**config.mk**
```make
export PLATFORM = sky130hd
export DESIGN_NAME = ebml_element_stream_parser
export DESIGN_NICKNAME = d
export VERILOG_FILES = /design/src/hdl/ebsp_pkg.sv /design/src/hdl/ebml_element_stream_parser.sv /design/src/hdl/ebsp_cell.sv /design/src/hdl/ebsp_res_fifo.sv
export VERILOG_INCLUDE_DIRS = /design/src /design/src/hdl
export SDC_FILE = /design/constraint.sdc
export NUM_CORES = 2
export LEC_CHECK = 0
export BUFFER_PORTS_ARGS = -buffer_cell sky130_fd_sc_hd__buf_4
export CAP_MARGIN = 20
export CORE_MARGIN = 2
export CORE_UTILIZATION = 35
export CTS_CLUSTER_DIAMETER = 150
export DETAILED_ROUTE_END_ITERATION = 6
export SYNTH_ARGS = -nofsm -noshare
export SYNTH_HDL_FRONTEND = slang
export SYNTH_SLANG_ARGS = --single-unit
export TNS_END_PERCENT = 50
```
**constraint.sdc**
```tcl
create_clock -name clk -period 24 [get_ports clk]
set_input_delay 0 -clock clk [delete_from_list [all_inputs] [get_ports clk]]
set_output_delay 0 -clock clk [all_outputs]
set_load 0.05 [all_outputs]
```
**src/hdl/assert_macros.svh**
```systemverilog
// Assertion macros shared by the modules that check their own behaviour.
// Depends on nothing; each user supplies signals named clk and rst_n.
`ifndef ASSERT_MACROS_SVH
`define ASSERT_MACROS_SVH

// Checks prop at every rising edge of clk while out of reset.
`define ASSERT_CLK(label, prop, msg) \
    label: assert property (@(posedge clk) disable iff (!rst_n) (prop)) else $error(msg);

// Checks prop at every rising edge of clk, reset included.
`define ASSERT_ALWAYS(label, prop, msg) \
    label: assert property (@(posedge clk) (prop)) else $error(msg);

`endif

```
**src/hdl/ebsp_pkg.sv**
```systemverilog
// Types, constants and a helper function of the element stream parser.
// Depends on nothing; used by every module of the block.
package ebsp_pkg;

    localparam int MAX_DEPTH  = 8;
    localparam int POS_BITS   = 48;
    localparam int LVL_W      = $clog2(MAX_DEPTH + 1);
    localparam int SUM_W      = ((POS_BITS > 56) ? POS_BITS : 56) + 1;
    localparam int FIFO_DEPTH = 4;
    localparam int FIFO_PW    = $clog2(FIFO_DEPTH);
    localparam int FIFO_CW    = $clog2(FIFO_DEPTH + 1);

    localparam logic [POS_BITS-1:0] POS_MAX = {POS_BITS{1'b1}};

    localparam logic [31:0] ID_HEADER   = 32'h1A45DFA3;
    localparam logic [31:0] ID_SEGMENT  = 32'h18538067;
    localparam logic [31:0] ID_TRACKS   = 32'h1654AE6B;
    localparam logic [31:0] ID_ENTRY    = 32'h000000AE;
    localparam logic [31:0] ID_VIDEO    = 32'h000000E0;
    localparam logic [31:0] ID_PIX_W    = 32'h000000B0;
    localparam logic [31:0] ID_PIX_H    = 32'h000000BA;
    localparam logic [7:0]  ID_MIN_BYTE = 8'h10;

    typedef enum logic [2:0] {
        K_HEADER   = 3'd0,
        K_WIDTH    = 3'd1,
        K_HEIGHT   = 3'd2,
        K_BAD_ID   = 3'd3,
        K_BAD_SIZE = 3'd4,
        K_TRUNC    = 3'd5,
        K_DEEP     = 3'd6
    } kind_t;

    typedef enum logic [6:0] {
        PH_ID_FIRST   = 7'b0000001,
        PH_ID_MORE    = 7'b0000010,
        PH_SIZE_FIRST = 7'b0000100,
        PH_SIZE_MORE  = 7'b0001000,
        PH_SKIP       = 7'b0010000,
        PH_PIXEL      = 7'b0100000,
        PH_HALT       = 7'b1000000
    } phase_t;

    typedef struct packed {
        kind_t        kind;
        logic [31:0]  elem_id;
        logic [2:0]   id_bytes;
        logic [55:0]  element_size;
        logic [3:0]   size_bytes;
        logic [3:0]   nest_level;
        logic [63:0]  pixel_value;
    } res_t;

    typedef struct packed {
        logic                push;
        logic                pop_en;
        logic [POS_BITS-1:0] push_end;
        logic [POS_BITS-1:0] npos;
    } cell_ctl_t;

    function automatic logic [3:0] lead_len(input logic [7:0] b);
        logic [3:0] n;
        n = 4'd8;
        for (int i = 7; i >= 0; i--)
        begin
            if (b[i] && n == 4'd8)
            begin
                n = 4'(8 - i);
            end
        end
        if (b[0] == 1'b0 && b[7:1] == 7'd0)
        begin
            n = 4'd8;
        end
        return n;
    endfunction

endpackage

```
**src/hdl/ebml_element_stream_parser.sv**
```systemverilog
// Top level of the element stream parser: byte decoder, container stack cells
// and result queue. Depends on ebsp_pkg, ebsp_cell, ebsp_res_fifo and the macros.
//
// Usage: bytes of a container file enter on data_byte/last_byte with
// in_valid/in_ready; each transfer is one byte. Results leave on the
// kind..pixel_value ports with out_valid/out_ready, one per transfer.
// One byte is taken every cycle while in_ready is high; a byte yields zero, one or two results.
// A result is registered in the queue as its byte is taken and offered once earlier results have left.
// The stack end positions are compared against the byte position in all
// cells at once, so a byte that closes several levels does not hold off the byte stream.
// Results wait in a four-entry queue; in_ready drops while fewer than two
// entries are free, so a stalled receiver holds off the byte stream.
// After an error result, or after the final byte, every further byte is
// consumed without result until reset.
// Reset empties the queue, closes all levels and returns to expecting an ID.
module ebml_element_stream_parser (
    input  logic                   clk,
    input  logic                   rst_n,
    input  logic                   in_valid,
    output logic                   in_ready,
    input  logic [7:0]             data_byte,
    input  logic                   last_byte,
    output logic                   out_valid,
    input  logic                   out_ready,
    output logic [2:0]             kind,
    output logic [31:0]            elem_id,
    output logic [2:0]             id_bytes,
    output logic [55:0]            element_size,
    output logic [3:0]             size_bytes,
    output logic [3:0]             nest_level,
    output logic [63:0]            pixel_value
);
    import ebsp_pkg::*;
`include "assert_macros.svh"

    phase_t              phase_reg, phase_next, ph_n;
    logic [31:0]         id_reg, id_next;
    logic [2:0]          idlen_reg, idlen_next;
    logic [1:0]          idleft_reg, idleft_next;
    logic [55:0]         size_reg, size_next, size_f;
    logic [3:0]          szlen_reg, szlen_next;
    logic [2:0]          szleft_reg, szleft_next;
    logic [POS_BITS-1:0] pos_reg, pos_next, npos;
    logic [POS_BITS-1:0] left_reg, left_next, left_dec;
    logic [63:0]         pix_reg, pix_next;
    kind_t               pk_reg, pk_next;

    logic                acc, halt_now, fin, is_cont, is_pix;
    logic [3:0]          len;
    logic [LVL_W-1:0]    level;
    logic [SUM_W-1:0]    sum_x, size_x, max_x;
    logic [1:0]          nres;
    res_t                r0, r1, tmp, head;
    cell_ctl_t           ctl;
    logic                room;
    logic [MAX_DEPTH-1:0] open_v;
    logic [MAX_DEPTH:0]   pop_chain;

    assign acc      = in_valid & in_ready;
    assign in_ready = room;
    assign len      = lead_len(data_byte);
    assign npos     = (pos_reg == POS_MAX) ? POS_MAX : pos_reg + POS_BITS'(1);
    assign left_dec = (left_reg != '0) ? left_reg - POS_BITS'(1) : left_reg;

    always_comb
    begin
        level = '0;
        for (int i = 0; i < MAX_DEPTH; i++)
        begin
            level = level + LVL_W'(open_v[i]);
        end
    end

    always_comb
    begin
        phase_next  = phase_reg;
        id_next     = id_reg;
        idlen_next  = idlen_reg;
        idleft_next = idleft_reg;
        size_next   = size_reg;
        szlen_next  = szlen_reg;
        szleft_next = szleft_reg;
        pos_next    = pos_reg;
        left_next   = left_reg;
        pix_next    = pix_reg;
        pk_next     = pk_reg;
        ph_n        = phase_reg;
        halt_now    = 1'b0;
        fin         = 1'b0;
        size_f      = size_reg;
        r0          = '0;
        r1          = '0;
        tmp         = '0;
        nres        = 2'd0;
        ctl         = '0;
        ctl.npos    = npos;
        is_cont     = (id_reg == ID_HEADER) || (id_reg == ID_SEGMENT)
                      || (id_reg == ID_TRACKS) || (id_reg == ID_ENTRY)
                      || (id_reg == ID_VIDEO);
        is_pix      = (id_reg == ID_PIX_W) || (id_reg == ID_PIX_H);
        size_x      = '0;
        sum_x       = '0;
        max_x       = SUM_W'(POS_MAX);
        if (acc && phase_reg != PH_HALT)
        begin
            pos_next = npos;
            unique case (phase_reg)
                PH_ID_FIRST:
                begin
                    if (data_byte < ID_MIN_BYTE)
                    begin
                        r0.kind  = K_BAD_ID;
                        nres     = 2'd1;
                        halt_now = 1'b1;
                    end
                    else
                    begin
                        id_next     = {24'd0, data_byte};
                        idlen_next  = 3'(len);
                        idleft_next = 2'(len - 4'd1);
                        ph_n        = (len == 4'd1) ? PH_SIZE_FIRST : PH_ID_MORE;
                    end
                end
                PH_ID_MORE:
                begin
                    id_next     = {id_reg[23:0], data_byte};
                    idleft_next = idleft_reg - 2'd1;
                    if (idleft_next == 2'd0)
                    begin
                        ph_n = PH_SIZE_FIRST;
                    end
                end
                PH_SIZE_FIRST:
                begin
                    if (data_byte == 8'd0)
                    begin
                        r0.kind  = K_BAD_SIZE;
                        nres     = 2'd1;
                        halt_now = 1'b1;
                    end
                    else
                    begin
                        size_f      = {48'd0, data_byte & (8'hFF >> len)};
                        size_next   = size_f;
                        szlen_next  = len;
                        szleft_next = 3'(len - 4'd1);
                        if (len == 4'd1)
                        begin
                            fin = 1'b1;
                        end
                        else
                        begin
                            ph_n = PH_SIZE_MORE;
                        end
                    end
                end
                PH_SIZE_MORE:
                begin
                    size_f      = {size_reg[47:0], data_byte};
                    size_next   = size_f;
                    szleft_next = szleft_reg - 3'd1;
                    if (szleft_next == 3'd0)
                    begin
                        fin = 1'b1;
                    end
                end
                PH_SKIP:
                begin
                    left_next = left_dec;
                    if (left_dec == '0)
                    begin
                        ph_n = PH_ID_FIRST;
                    end
                end
                PH_PIXEL:
                begin
                    pix_next  = {pix_reg[55:0], data_byte};
                    left_next = left_dec;
                    if (left_dec == '0)
                    begin
                        r0.kind         = pk_reg;
                        r0.elem_id      = id_reg;
                        r0.id_bytes     = idlen_reg;
                        r0.element_size = size_reg;
                        r0.size_bytes   = szlen_reg;
                        r0.nest_level   = 4'(level);
                        r0.pixel_value  = pix_next;
                        nres            = 2'd1;
                        ph_n            = PH_ID_FIRST;
                    end
                end
                default:
                begin
                    ph_n = PH_ID_FIRST;
                end
            endcase

            if (fin)
            begin
                r0.kind         = K_HEADER;
                r0.elem_id      = id_reg;
                r0.id_bytes     = idlen_reg;
                r0.element_size = size_f;
                r0.size_bytes   = szlen_next;
                r0.nest_level   = 4'(level);
                nres            = 2'd1;
                ph_n            = PH_ID_FIRST;
                size_x          = SUM_W'(size_f);
                sum_x           = SUM_W'(npos) + size_x;
                if (is_cont)
                begin
                    if (open_v[MAX_DEPTH-1])
                    begin
                        r1.kind  = K_DEEP;
                        nres     = 2'd2;
                        halt_now = 1'b1;
                    end
                    else
                    begin
                        ctl.push     = 1'b1;
                        ctl.push_end = (sum_x > max_x) ? POS_MAX
                                                       : sum_x[POS_BITS-1:0];
                    end
                end
                else
                begin
                    left_next = (size_x > max_x) ? POS_MAX : size_x[POS_BITS-1:0];
                    if (is_pix)
                    begin
                        pk_next  = (id_reg == ID_PIX_W) ? K_WIDTH : K_HEIGHT;
                        pix_next = '0;
                        if (size_f == '0)
                        begin
                            r1         = r0;
                            r1.kind    = pk_next;
                            nres       = 2'd2;
                        end
                        else
                        begin
                            ph_n = PH_PIXEL;
                        end
                    end
                    else if (size_f != '0)
                    begin
                        ph_n = PH_SKIP;
                    end
                end
            end

            if (!halt_now)
            begin
                ctl.pop_en = (ph_n == PH_ID_FIRST);
                if (last_byte)
                begin
                    halt_now = 1'b1;
                    if (ph_n == PH_ID_MORE || ph_n == PH_SIZE_FIRST
                        || ph_n == PH_SIZE_MORE || ph_n == PH_PIXEL)
                    begin
                        tmp.kind = K_TRUNC;
                        if (nres == 2'd0)
                        begin
                            r0   = tmp;
                            nres = 2'd1;
                        end
                        else
                        begin
                            r1   = tmp;
                            nres = 2'd2;
                        end
                    end
                end
            end
            phase_next = halt_now ? PH_HALT : ph_n;
        end
    end

    always_ff @(posedge clk or negedge rst_n)
    begin
        if (!rst_n)
        begin
            phase_reg  <= PH_ID_FIRST;
            id_reg     <= '0;
            idlen_reg  <= '0;
            idleft_reg <= '0;
            size_reg   <= '0;
            szlen_reg  <= '0;
            szleft_reg <= '0;
            pos_reg    <= '0;
            left_reg   <= '0;
            pix_reg    <= '0;
            pk_reg     <= K_HEADER;
        end
        else
        begin
            phase_reg  <= phase_next;
            id_reg     <= id_next;
            idlen_reg  <= idlen_next;
            idleft_reg <= idleft_next;
            size_reg   <= size_next;
            szlen_reg  <= szlen_next;
            szleft_reg <= szleft_next;
            pos_reg    <= pos_next;
            left_reg   <= left_next;
            pix_reg    <= pix_next;
            pk_reg     <= pk_next;
        end
    end

    assign pop_chain[MAX_DEPTH] = 1'b1;

    genvar g;
    generate
        for (g = 0; g < MAX_DEPTH; g++)
        begin : g_cell
            ebsp_cell u_cell (
                .clk        (clk),
                .rst_n      (rst_n),
                .ctl        (ctl),
                .below_open ((g == 0) ? 1'b1 : open_v[(g == 0) ? 0 : g - 1]),
                .pop_in     (pop_chain[g+1]),
                .open       (open_v[g]),
                .pop_out    (pop_chain[g])
            );
        end
    endgenerate

    ebsp_res_fifo u_fifo (
        .clk       (clk),
        .rst_n     (rst_n),
        .wr_count  (nres),
        .wr0       (r0),
        .wr1       (r1),
        .rd        (out_ready),
        .head      (head),
        .not_empty (out_valid),
        .room      (room)
    );

    assign kind         = head.kind;
    assign elem_id      = head.elem_id;
    assign id_bytes     = head.id_bytes;
    assign element_size = head.element_size;
    assign size_bytes   = head.size_bytes;
    assign nest_level   = head.nest_level;
    assign pixel_value  = head.pixel_value;

    `ASSERT_CLK(a_halt_sticks, (phase_reg == PH_HALT) |=> (phase_reg == PH_HALT), "halt left without reset")
    `ASSERT_CLK(a_stack_thermo, ((open_v + MAX_DEPTH'(1)) & open_v) == '0, "open levels not contiguous")
    `ASSERT_CLK(a_no_push_full, !(ctl.push && open_v[MAX_DEPTH-1]), "push onto a full stack")

endmodule

```
**src/hdl/ebsp_cell.sv**
```systemverilog
// One level of the container stack: holds an end position and an open flag.
// Depends on ebsp_pkg; chained by the top level, pop decisions run downwards.
module ebsp_cell (
    input  logic                clk,
    input  logic                rst_n,
    input  ebsp_pkg::cell_ctl_t ctl,
    input  logic                below_open,
    input  logic                pop_in,
    output logic                open,
    output logic                pop_out
);
    import ebsp_pkg::*;

    logic                open_reg, open_next;
    logic [POS_BITS-1:0] end_reg;
    logic                push_here, open_eff, pops;
    logic [POS_BITS-1:0] end_eff;

    always_comb
    begin
        push_here = ctl.push & below_open & ~open_reg;
        open_eff  = open_reg | push_here;
        end_eff   = push_here ? ctl.push_end : end_reg;
        pops      = ctl.pop_en & open_eff & pop_in & (end_eff <= ctl.npos);
        pop_out   = open_eff ? pops : pop_in;
        open_next = open_eff & ~pops;
    end

    always_ff @(posedge clk or negedge rst_n)
    begin
        if (!rst_n)
        begin
            open_reg <= 1'b0;
        end
        else
        begin
            open_reg <= open_next;
        end
    end

    always_ff @(posedge clk)
    begin
        if (push_here)
        begin
            end_reg <= ctl.push_end;
        end
    end

    assign open = open_reg;

endmodule

```
**src/hdl/ebsp_res_fifo.sv**
```systemverilog
// Result queue: takes up to two results per cycle and hands out one.
// Depends on ebsp_pkg for the result type and the queue depth.
module ebsp_res_fifo (
    input  logic           clk,
    input  logic           rst_n,
    input  logic [1:0]     wr_count,
    input  ebsp_pkg::res_t wr0,
    input  ebsp_pkg::res_t wr1,
    input  logic           rd,
    output ebsp_pkg::res_t head,
    output logic           not_empty,
    output logic           room
);
    import ebsp_pkg::*;

    res_t                 mem_reg [FIFO_DEPTH];
    logic [FIFO_PW-1:0]   wp_reg, rp_reg;
    logic [FIFO_CW-1:0]   cnt_reg;
    logic                 do_rd;

    assign not_empty = (cnt_reg != '0);
    assign room      = (cnt_reg <= FIFO_CW'(FIFO_DEPTH - 2));
    assign head      = mem_reg[rp_reg];
    assign do_rd     = rd & not_empty;

    always_ff @(posedge clk or negedge rst_n)
    begin
        if (!rst_n)
        begin
            wp_reg  <= '0;
            rp_reg  <= '0;
            cnt_reg <= '0;
        end
        else
        begin
            wp_reg  <= wp_reg + FIFO_PW'(wr_count);
            rp_reg  <= rp_reg + FIFO_PW'(do_rd);
            cnt_reg <= cnt_reg + FIFO_CW'(wr_count) - FIFO_CW'(do_rd);
        end
    end

    always_ff @(posedge clk)
    begin
        if (wr_count != 2'd0)
        begin
            mem_reg[wp_reg] <= wr0;
        end
        if (wr_count == 2'd2)
        begin
            mem_reg[wp_reg + FIFO_PW'(1)] <= wr1;
        end
    end

endmodule
```
* Yosys cells after proc, flatten, opt, wreduce, memory -nomap -nowiden
Memories as Yosys holds them, arrays and structs flattened.
Index checks and enable logic that the tools add are counted.
** Operators by class
- Add/sub/neg operators :: 18
- Magnitude comparators :: 12
- Equality and inequality tests :: 31
- Shift-type cells :: 1
- Multiplexer cells :: 127
- Bitwise logic cells :: 76
- Reduce and logical (&&, ||, !) cells :: 35
** Operators with widths (number)
- $mux 166 :: 14
- $mux 48 :: 18
- $le 48x48->1 :: 8
- $mux 165 :: 2
- $mux 163 :: 2
- $mux 64 :: 4
- $eq 32x8->1 const B :: 4
- $mux 56 :: 2
- $pmux 56 s2 :: 1
- $mux 102 :: 1
- $eq 32x29->1 const B :: 3
- $mux 7 :: 10
- $pmux 32 s2 :: 1
- $add 48x56->57 :: 1
- $gt 57x48->1 const B :: 1
- $gt 56x48->1 const B :: 1
- $logic_not 56->1 :: 1
- $reduce_bool 56->1 :: 1
- $mux 50 :: 1
- $add 48x1->48 const B :: 1
- $and 1x1->1 :: 48
- $eq 48x48->1 const B :: 1
- $logic_not 48->1 :: 1
- $reduce_bool 48->1 :: 1
- other kinds (53) :: 172
** Word-level totals
- Flip-flop bits (word level) :: 669
- Bits in writable memories :: 664
- Input bits :: 13
- Output and inout bits :: 168
- Memories kept :: 1
** Memory list
- u_fifo.mem_reg :: words 4, bits a word 166, rd ports 1, clocked after memory_dff 0, write ports 2, RTL line ebsp_res_fifo.sv:16 : res_t mem_reg [FIFO_DEPTH];

* Depth between registers and ports, before layout
- Depth after elaboration :: 65
- Mapped depth :: 41
- Mapped depth without buffers :: 39

* Cells and area by module
From an unflattened synthesis, not the netlist that was laid out.
** Unflattened totals
- Cells, all modules :: 6531
- Area total of the unflattened synthesis :: 76178.1 µm²
** By module, submodules not included
- ebsp_res_fifo :: times used 1, cells an instance 1646, area an instance 33424.6 µm², seq. area each 20114.3 µm²
- ebsp_cell :: times used 8, cells an instance 286, area an instance 2830.2 µm², seq. area each 985.9 µm²
- ebml_element_stream_parser :: times used 1, cells an instance 2597, area an instance 20111.8 µm², seq. area each 6532.5 µm²

* Worst setup path before layout
OpenSTA, ideal clock, no wires.
- Path kind :: reg2reg
- Start :: register left_reg[11]
- End :: memory u_fifo.mem_reg[0][0] in the netlist's numbering (enable)
- Arrival time :: 15347 ps
- Required time :: 23065 ps
- Path slack :: 7718 ps
- Stages on the path, launching flop included :: 15
- Buffers on the path :: 2
- Clock period less this slack :: 16282 ps
- Cells stage by stage :: dfrtp_1 buf_2 nor4_2 nand2_1 or3b_1 clkbuf_1 or3_4 xnor2_1 or3_1 nor4_4 nand3_2 and3_4 nor2_1 a311oi_1 o31ai_1
** RTL lines
- start: declaration :: RTL line ebml_element_stream_parser.sv:44 : logic [POS_BITS-1:0] left_reg, left_next, left_dec;
- start signal: assignment :: RTL line ebml_element_stream_parser.sv:303 : left_reg <= left_next;
- end: declaration :: RTL line ebsp_res_fifo.sv:16

==> results_dict.tcl <==
set metrics [dict create \
    status "complete, no violations" \
    antenna_found_initial 1 \
    drt_iter0_markers 4464 \
    final.setup.tns_ns 0 \
    synth.ff_latch_count 1324 \
    vias 50600 \
    n_fill_cell 18300 \
    ys_async_sr_fraction 0.208 \
    ys_seq_area_frac 0.510 \
    r2r_start "pos_reg[0]$_DFFE_PN0P_" \
    clkTransAtPathRegs_ns 0.06 \
    gp_congestion 0.943 \
    synth_ff_type "edfxtp_1" \
    yosysMostFrequentCell "nor2_1" \
    dp_slack_ns 12.18 \
    synth.top_cells.by_area "edfxtp_1 (29%), dfxtp_1 (11%), dfrtp_1 (10%)" \
    insertion_delay_ns 0.82 \
    synthTopCellsByCount "nor2_1 (712), edfxtp_1 (664), a21oi_1 (607)" \
    ant_nets 0 \
    startpoint "pos_reg[0]$_DFFE_PN0P_" \
    nets 6850 \
    setup_viol 0 \
    dieWidth_um 444 \
    slowest_delay_ns 0.85 \
    critPathBufInv 2 \
    area_growth_pct 13.4 \
    rrSetupSlack_ns 11.94 \
    post_synth_num_cell_types 104 \
    hold_viol 0 \
    synth_cells 6377 \
    cts_resized 0 \
    rr_endpoint "g_cell[1].u_cell.open$_DFF_PN0_" \
    cts_tree "done" \
    yosys.area.top_type_share 0.294 \
    die_y_um 444 \
    stdcell_area_um2 76800 \
    drive_above_1_share 0.118 \
    place_area_um2 71500 \
    end_kind "flip-flop" \
    drt-total-wl_um 208000 \
    syn_area_per_cell_um2 10.6 \
    leakage_uw 0.0309 \
    syn_area_um2 67700 \
    synth_nets 6846 \
    die-area_um2 197000 \
    ir_worst_vdd_v 0.0000753 \
    largest_reg_flops 664 \
    rows 161 \
    grt_use_total 0.206 \
    start_kind "flip-flop" \
    rsz0062_at_grt "no" \
    numClockSinks 1324 \
    hold_path.class "in2reg" \
    synth_top_cell_by_area "edfxtp_1" \
    grt_max_degree 251 \
    finClkSkew_ns 0.0704 \
    overflow 0 \
    drv_slew 0 \
    slowest_stage "nor3_1" \
    fmax_ghz 0.0829 \
    initial_core_util 0.352 \
    dr.pass1.iters 6 \
    cp_num_cells 36 \
    grt_pass1_wl_um 313000 \
    cts_max_level 4 \
    layout_setup_ws_ns 11.94 \
    synth_edf_count 664 \
    drv_cap 0 \
    wl_per_cell_um 23.0 \
    worstMarginPinSlew_ns 1.12 \
    critPathMaxFanout 69 \
    critical-path-top-delay-family "simple AND/OR/NAND/NOR gates" \
    cts_buffer_depth 3 \
    core_area_um2 192000 \
    setup.worst_path.end "g_cell[1].u_cell.open$_DFF_PN0_" \
    io_buffers 180 \
    drcViolationCount 0 \
    dp_hpwl_um 142000 \
    cts_root_buffer "clkbuf_16" \
    required_ns 24.63 \
    io_pins 181 \
    min_period_over_period 0.502 \
    hold_slack_ns 0.104 \
    ys_warn_count 0 \
    grt_pass1_vias 49200 \
    worstPathArrival_ns 12.69 \
    numCtsBuffers 148 \
    min_period_ns 12.06 \
    max_slew_margin 0.251 \
    power.density_nw_per_um2 82.2 \
    routed_via_density 5.61 \
    rr_worst_depth 36 \
    criticalPathCategory "reg2reg" \
]
## metrics by stage
| stage | total power, uW | utilization | instances |
|---|---|---|---|
| 2_1_floorplan | 3540 | - | 6377 |
| 3_3_place_gp | 4030 | 0.372 | 8736 |
| 3_5_place_dp | 4030 | 0.372 | 8738 |
| 4_1_cts | 6380 | 0.399 | 9024 |
| 5_1_grt | 6520 | 0.399 | 9027 |
| 6_report | 6310 | 0.399 | 9028 |
## logic make-up after synthesis
logic type      after synthesis  share of synthesized area
compound gates             1528                      0.141
xor+xnor                    104                     0.0134
fa+ha+maj                   456                     0.0849
buf+inv                     563                     0.0322
flops                      1324                      0.510
mux                         206                     0.0614
simple gates               2196                      0.158
## worst min path at each step
stage                       from                               to  slack, ns  cells past startpoint
detailed placement         rst_n            id_reg[8]$_DFFE_PN0P_       0.11                      1
finish              data_byte[2]           pix_reg[2]$_DFFE_PN0P_       0.10                      3
global placement           rst_n            id_reg[8]$_DFFE_PN0P_       0.10                      1
global route        data_byte[2]           pix_reg[2]$_DFFE_PN0P_       0.08                      3
CTS                 data_byte[2]           pix_reg[2]$_DFFE_PN0P_       0.04                      3
floorplan                  rst_n  g_cell[0].u_cell.open$_DFF_PN0_      -0.30                      0
## what timing repair did
item	CTS	global route
setup endpoints to repair	0	0
endpoints found under the hold margin	170	0
buffers inserted	0	0
hold buffers	16	0
## cell type report
cell class                 instances  area, um^2  area share
timing repair buffer             296        2360      0.0308
clock inverter                    66         877      0.0114
sequential                      1324       34500       0.450
tap                             2526        3160      0.0412
antenna                            1        2.50   0.0000326
inverter                         121         454     0.00591
clock buffer                     204        4170      0.0543
multi-input combinational       4490       31200       0.407
## cell usage in the layout, fill, tap and decap left out, types with 15 or more instances in the layout
cell           instances
o21ai_0              270
clkbuf_16            154
o21a_1                35
or3_1                 18
o211ai_1              20
a22oi_1               77
nand3_1               89
inv_1                121
edfxtp_1             664
o22a_1                17
mux4_2               166
nand2_1              434
ha_1                 450
and3_1               281
a22o_1                91
a211oi_1              22
dfrtp_1              273
and2_1                74
dfxtp_1              384
nand4_1              103
a31oi_1               50
xor2_1                30
a21oi_1              604
nand2b_1              29
mux2i_1               24
xnor2_1               74
nor2_1               705
a21o_1               153
clkinv_2              19
buf_4                271
nor2b_1               43
nor4_1                60
dlygate4sd3_1         15
nor3_1               266
clkbuf_1              37
a21boi_1              24
## per-layer routing
metal | track usage | wire length (um)
met3 | 0.0290 | 11500
met5 | 0 | 0
met1 | 0.273 | 88600
met2 | 0.339 | 98800
met4 | 0.0843 | 8660
## report_power, final
group	total, uW	internal (uW)	switching (uW)
Combinational	1540	514	1030
Clock	2340	1360	980
Sequential	2430	2380	56.8
## worst register-to-register path, delay by kind of cell (launching register included)
kind,cells,cell delay (ns)
mux,1,0.17
flops,1,0.41
compound gates,16,4.40
simple gates,13,4.96
buf+inv,2,0.73
fa+ha+maj,4,1.26
Power figures use the tool's default switching activity.
